File: config.mk
export PLATFORM = sky130hd
export DESIGN_NAME = gasp_ram
export DESIGN_NICKNAME = d
export VERILOG_FILES = /design/src/hdl/gasp_ram.sv
export SDC_FILE = /design/constraint.sdc
export NUM_CORES = 1
export LEC_CHECK = 0
export BUFFER_PORTS_ARGS = -buffer_cell sky130_fd_sc_hd__buf_2
export CORE_UTILIZATION = 35
export DETAILED_ROUTE_END_ITERATION = 8
export PLACE_DENSITY = 0.59
export SLEW_MARGIN = 10
export SYNTH_ARGS = -nofsm -noshare
export SYNTH_HDL_FRONTEND = slang
export SYNTH_SLANG_ARGS = --single-unit
File: constraint.sdc
create_clock -name clk_i -period 2.4 [get_ports clk_i]
set_clock_uncertainty 0.15 [all_clocks]
set_input_delay 0.24 -clock clk_i [delete_from_list [all_inputs] [get_ports clk_i]]
set_output_delay 0.24 -clock clk_i [all_outputs]
set_load 0.005 [all_outputs]
File: src/hdl/gasp_ram.sv
// ----------------------------------------------------------------------------
// gasp_ram: generic single-write, single-read RAM
// One write port and one read port; read data is registered.
// ----------------------------------------------------------------------------
module gasp_ram #(
  parameter int WIDTH = 8,
  parameter int DEPTH = 16
) (
  input  logic                     clk_i,
  input  logic                     we_i,
  input  logic [$clog2(DEPTH)-1:0] waddr_i,
  input  logic [WIDTH-1:0]         wdata_i,
  input  logic [$clog2(DEPTH)-1:0] raddr_i,
  output logic [WIDTH-1:0]         rdata_o
);

  logic [WIDTH-1:0] mem [DEPTH];
  logic [WIDTH-1:0] rdata_q;

  always_ff @(posedge clk_i) begin
    if (we_i) begin
      mem[waddr_i] <= wdata_i;
    end
    rdata_q <= mem[raddr_i];
  end

  assign rdata_o = rdata_q;

endmodule

After elaboration in Yosys (flattened, before gate mapping)
Memory sizes are Yosys's and may differ from the RTL's. A register that Yosys moved wholly into a read port is not among the register bits.
Cells that the tools add are included.
- muxes and demuxes: 2
- operators with widths (operator ; count):
    2-to-1 mux 1 bit ; 2
- register bits after elaboration: 0
- RAM bits: 128
- output and inout port bits: 8
- word-level logic and storage cells: 3
- memories kept: 1
- memories (name ; words ; bits a word ; read ports ; clocked after memory_dff ; wr ports ; RTL line ; text):
    mem ; 16 ; 8 ; 1 ; 1 ; 1 ; 17 ; logic [WIDTH-1:0] mem [DEPTH];

Longest topological paths before layout
Gate-level depths: netlist of the first run.
- depth after elaboration: 2
- mapped depth: 5

Worst setup path before layout of the first run
OpenSTA, ideal clock, no wires.
- path type: input -> register
- from: input waddr_i[2]
- to: memory mem[0][0], enable pin
- setup time: 383 ps
- arrival: 1350 ps
- required time: 1867 ps
- setup slack: 517 ps
- stages on the path: 2
- buffers on the path: 0
- cells stage by stage: or3b_2 > nor3_1
- RTL lines (what ; RTL line ; text):
    from (decl) ; 11 ; input logic [$clog2(DEPTH)-1:0] waddr_i,
    to (decl) ; 17 ;
Straight into the memory's write port.

==> results.toml, run 1 <==
[finish]
drive_gt1_share_pct = 30.0
antenna_cells = 0
area.growth.synth_to_final_pct = 19.3
multiInputGateArea_mm2 = 0.00106
nFillCells = 1231
layout.area.seq_mm2 = 0.00400
utilization_pct = 43.6
fin_nets = 302
postLayoutCellArea_mm2 = 0.00614

[floorplanning]
die_y_um = 123
core_area_mm2 = 0.0141
die_x_um = 123
rows = 43
die_area_mm2 = 0.0152
pin_count = 26
start_util_pct = 36.5

[route]
drt_iter0_markers = 210
routedWlPerCell_um = 21.7
firstDrtPassIters = 4
num_vias = 2456
ant_nets = 0
drc = 0
wl_mm = 10.4
routed_via_density = 5.15

[power]
power.total_uw = 5240
irDropWorstVdd_mv = 0.557
power-per-cell-area_mw_per_mm2 = 853
p_leak_uw = 0.00208

[placement]
io_buffers = 25
gp_congestion = 0.699
pre_cts_ws_ns = 0.306
dp_hpwl_mm = 6.60
place_area_mm2 = 0.00561

[grt]
grt_pass1_vias = 2567
grt_pass1_wl_mm = 15.9
gr-total-overflow = 0
antenna_found_initial = 0
grt.total_usage_pct = 15.3
grt_max_degree = 33

[timing]
worst_pin_slew_ns = 0.839
setup_ws_ns = 0.740
slew_headroom_pct = 43.9
layout_min_cycle_time_ns = 1.66
finalHoldViolations = 0
finalSetupViolCount = 0
drv_slew = 0
period_share_pct = 69.2
rsz0062_at_grt = "false"
fin_setup_tns_ns = 0
fmax_mhz = 603

[job]
drv_cap = 0

[critical_path]
required_ns = 2.52
critPathLaunchType = "input pin"
arrival_ns = 1.78
crit_fanout = 12
worst-setup-path-type = "in2reg"
endpoint_kind = "register"

[synth]
syn_area_mm2 = 0.00515
synthTopCellsByArea = "edfxtp_1 (75%), mux4_2 (7.9%), mux4_1 (7.1%)"
synth_warnings = 0
syn_avg_cell_area_um2 = 22.5
synth.top_cell.area_share_pct = 74.7
synth-seq-cells = 136
syn_nets = 247
synthCells = 229
synth-seq-area-share_pct = 77.8
synth.distinct_cells = 19
synth_area_leader_cell = "edfxtp_1"

[clocking]
cts_resized = 0
cts_tree = "built"
htreeDepth = 4
clk_path_buf_depth = 2
cts_made_buffers = 17
cts_hold_buf = 0
clkTransAtPathRegs_ns = 0.05
cts.sinks = 136
cts_root_buf = "clkbuf_16"
clock_latency_ns = 0.40
post_cts_buffers = 0

[worst_hold_path]
hold_class = "in2reg"

[outcome]
status = "finished clean"
## power breakdown
group	switching, uW	internal [uW]
clock	858	1450
sequential	17.7	2660
combinational	141	111
total	1020	4220
## per-layer routing
layer,vias up,share of wire (%),GRT usage [%]
met5,-,0,0
met4,0,0.57,4.07
met3,6,4.5,4.01
met2,61,49,24.7
met1,1306,46,20.5
li1,1083,-,-
## stage by stage
step,std cells,hold WS (ns)
final,477,0.0877
after global placement,445,0.483
after floorplan,229,0.189
after global routing,477,0.0840
after detailed placement,445,0.478
after CTS,477,0.0731
## placed cells by master, fill, tap and decap left out
master and instances:
buf_4 18, edfxtp_1 128, nor2_1 13, nand3b_1 2, nand2b_1 2, mux4_1 14, nand2_1 9, clkbuf_8 5
or3b_2 1, a22oi_1 16, clkinv_2 2, clkbuf_1 7, nor3_1 4, buf_12 3, mux4_2 18, dfxtp_1 8
clkbuf_16 17, clkinv_1 1, and2_1 1, buf_2 25, nor2b_1 1, and2b_1 1, nand3_1 1
## cell families (layout without fill, tap and decap cells)
kind of cell	count (synthesis)	in the layout	share of synthesized area (%)
flip-flops	136	136	77.8
AND/OR/NAND/NOR	35	35	3.18
multiplexers	32	32	15.0
AO/OA/AOI/OAI	16	16	2.33
buffers and inverters	10	78	1.68
## worst paths after layout
| path | start | endpoint | slack (ns) | cells past startpoint |
|---|---|---|---|---|
| worst max-delay path | raddr_i[0] | rdata_o[2] | 0.74 | 5 |
| worst min-delay path | wdata_i[2] | mem[8][2] | 0.09 | 1 |
| worst min register to register | mem[15][5] | rdata_o[5] | 0.51 | 3 |
| worst max register to register | mem[1][2] | rdata_o[2] | 0.85 | 3 |
## cell type report
cell class	instances	share of cell area, %
clock inverters	3	0.224
repair buffers	46	5.22
multi-input cells	83	17.2
clock buffers	29	8.48
flip-flops and latches	136	65.2
well taps	180	3.67
## Yosys cell counts, drive strengths merged
cell type,n
nand3,1
buf,7
nor2,13
clkdlybuf4s25,3
nand2,9
nand3b,2
or3b,1
mux4,32
dfxtp,8
nor3,4
nand2b,2
and2,1
and2b,1
nor2b,1
edfxtp,128
a22oi,16
## sequential cells by signal, indices dropped and copies added (netlist names)
| name | cells |
|---|---|
| mem | 128 |
| rdata_o | 8 |
## critical path, stage by stage
cell and delay [ns]:
buf_2 0.35, buf_12 0.21, mux4_1 0.57, a22oi_1 0.29, nand2_1 0.11
No activity file was read; power rests on OpenSTA's default activity.
==> inputs of run 2 (changes only) <==
--- a/config.mk
+++ b/config.mk
@@ -8,7 +8,7 @@
 export BUFFER_PORTS_ARGS = -buffer_cell sky130_fd_sc_hd__buf_2
 export CORE_UTILIZATION = 35
 export DETAILED_ROUTE_END_ITERATION = 8
-export PLACE_DENSITY = 0.59
+export PLACE_DENSITY = 0.61
 export SLEW_MARGIN = 10
 export SYNTH_ARGS = -nofsm -noshare
 export SYNTH_HDL_FRONTEND = slang
==> constraint.sdc (replaced) <==
create_clock -name clk_i -period 1.4 [get_ports clk_i]
set_clock_uncertainty 0.15 [all_clocks]
set_input_delay 0.14 -clock clk_i [delete_from_list [all_inputs] [get_ports clk_i]]
set_output_delay 0.14 -clock clk_i [all_outputs]
set_load 0.005 [all_outputs]
==> run 2 against run 1 <==
The flow now finishes with violations (negative setup slack). Global-route usage shrank 0.77 points. Register-to-register slack lost 0.86 ns. Via count fell by 0.98%. Largest cell class unchanged. Largest power group unchanged. Highest routed layer unchanged.
==> results.toml, run 2 (same netlist as run 1, synthesis figures left out) <==
[timing]
layout_min_cycle_time_ns = 1.41
slew_headroom_pct = 30.7
rsz0062_at_grt = "true"
finalSetupViolCount = 1
finalHoldViolations = 0
setup_ws_ns = -0.0105
worst_pin_slew_ns = 1.04
fmax_mhz = 709
drv_slew = 0
period_share_pct = 101
fin_setup_tns_ns = -0.0105

[clocking]
htreeDepth = 4
clock_latency_ns = 0.41
cts_root_buf = "clkbuf_16"
clk_path_buf_depth = 2
cts_made_buffers = 17
cts.sinks = 136
cts_tree = "built"
clkTransAtPathRegs_ns = 0.06

[floorplanning]
die_area_mm2 = 0.0152
die_y_um = 123
start_util_pct = 36.5
core_area_mm2 = 0.0141
pin_count = 26
die_x_um = 123
rows = 43

[grt]
grt_pass1_wl_mm = 15.1
gr-total-overflow = 0
grt_pass1_vias = 2489
antenna_found_initial = 0
grt.total_usage_pct = 14.5
grt_max_degree = 17

[critical_path]
r2r_slack_ns = -0.01
cpPeakStageDelay_ns = 0.48
required_ns = 1.54
crit_path_start = "mem[3][0]"
path_delay_family = "multiplexers"
critPathLaunchType = "register"
crit_slowest_cell = "mux4_2"
crit_fanout = 1
r2r-end = "rdata_o[0]"
reg2regPathDepth = 3
crit_path_cell_trace = "mux4_2 -> a22oi_2 -> nand2_1"
critPathBufInv = 0
r2r_start = "mem[3][0]"
arrival_ns = 1.55
worst-setup-path-type = "reg2reg"
endpoint_kind = "register"

[power]
p_leak_uw = 0.00214
power-per-cell-area_mw_per_mm2 = 1500
irDropWorstVdd_mv = 0.950
power.total_uw = 9660

[finish]
drive_gt1_share_pct = 41.6
layout_commonest_cell = "edfxtp_1"
area.growth.synth_to_final_pct = 25.0
largest_reg_flops = 128
layoutNonFillerInstCount = 490
utilization_pct = 45.6
nFillCells = 1181
final_cell_mix = "edfxtp_1 (128), mux4_2 (31), buf_2 (25), buf_4 (19), clkbuf_16 (17)"
top_register = "mem"
antenna_cells = 0
fin_nets = 315

[placement]
dp_cells = 450
gp_congestion = 0.740
pre_cts_ws_ns = -0.315
io_buffers = 25
dp_hpwl_mm = 6.21

[route]
firstDrtPassIters = 4
drc = 0
wl_mm = 9.96
ant_nets = 0
routedWlPerCell_um = 20.3
routed_via_density = 4.96
num_vias = 2432
drt_iter0_markers = 243

[outcome]
status = "finished, violations left"
violations = "negative setup slack"

[worst_hold_path]
min_from = "waddr_i[1]"
whs_endpoint = "mem[0][6]"
hold_depth = 3
hold_class = "in2reg"

[job]
drv_cap = 0
-- run 2: cell count changes in the layout (fill, tap and decap cells not counted), sizes merged --
cell         previous run  this run
buf                    46        51
bufinv                  0         4
dlygate4sd3             0         8
inv                     0         1
clkinvlp                0         2
clkinv                  3         6
clkbuf                 29        19
-- run 2: layout make-up --
| cell class | instances | area [um2] | area share [%] |
|---|---|---|---|
| Tap cell | 180 | 225 | 3.50 |
| Timing Repair Buffer | 59 | 488 | 7.59 |
| Sequential cell | 136 | 4000 | 62.2 |
| Clock inverter | 13 | 178 | 2.76 |
| Multi-Input combinational cell | 83 | 1100 | 17.2 |
| Clock buffer | 19 | 433 | 6.73 |
-- run 2: worst max-delay path by stage --
stage | end | cells past startpoint | slack (ns)
global route | rdata_o[4] | 3 | -0.05
CTS | rdata_o[4] | 3 | -0.05
floorplan | rdata_o[1] | 5 | -0.03
global placement | rdata_o[0] | 5 | -0.32
finish | rdata_o[0] | 3 | -0.01
detailed placement | rdata_o[0] | 5 | -0.31
-- run 2: worst reg2reg max path, cell delays in order, from the launching register on --
cell and delay [ns]:
edfxtp_1 0.37, mux4_2 0.48, a22oi_2 0.21, nand2_1 0.08
-- run 2: report_power, final --
group / internal [uW] / switching [uW] / total [uW]
clock network: 2970 / 1610 / 4580
logic: 235 / 256 / 491
registers: 4550 / 30.7 / 4580
total: 7750 / 1900 / 9660
-- run 2: what timing repair did --
action	CTS	global route
pin swaps	6	4
setup buffers	0	0
endpoints found under the hold margin	128	0
hold buffers	8	0
resized for setup	15	10
endpoints found under the setup margin	7	8
-- run 2: stage by stage --
step / area, um2 / hold slack (ns)
floorplan: 5190 / 0.0889
global route: 6430 / 0.140
finish: 6430 / 0.127
global placement: 5730 / 0.371
detailed placement: 5730 / 0.368
CTS: 6430 / 0.121
-- run 2: routing by layer --
metal / vias up / wire length (um) / global-route usage [%]
li1: 1097 / - / -
met2: 81 / 4740 / 22.0
met3: 10 / 724 / 3.92
met5: - / 0 / 0
met4: 0 / 92 / 5.20
met1: 1244 / 4410 / 20.1
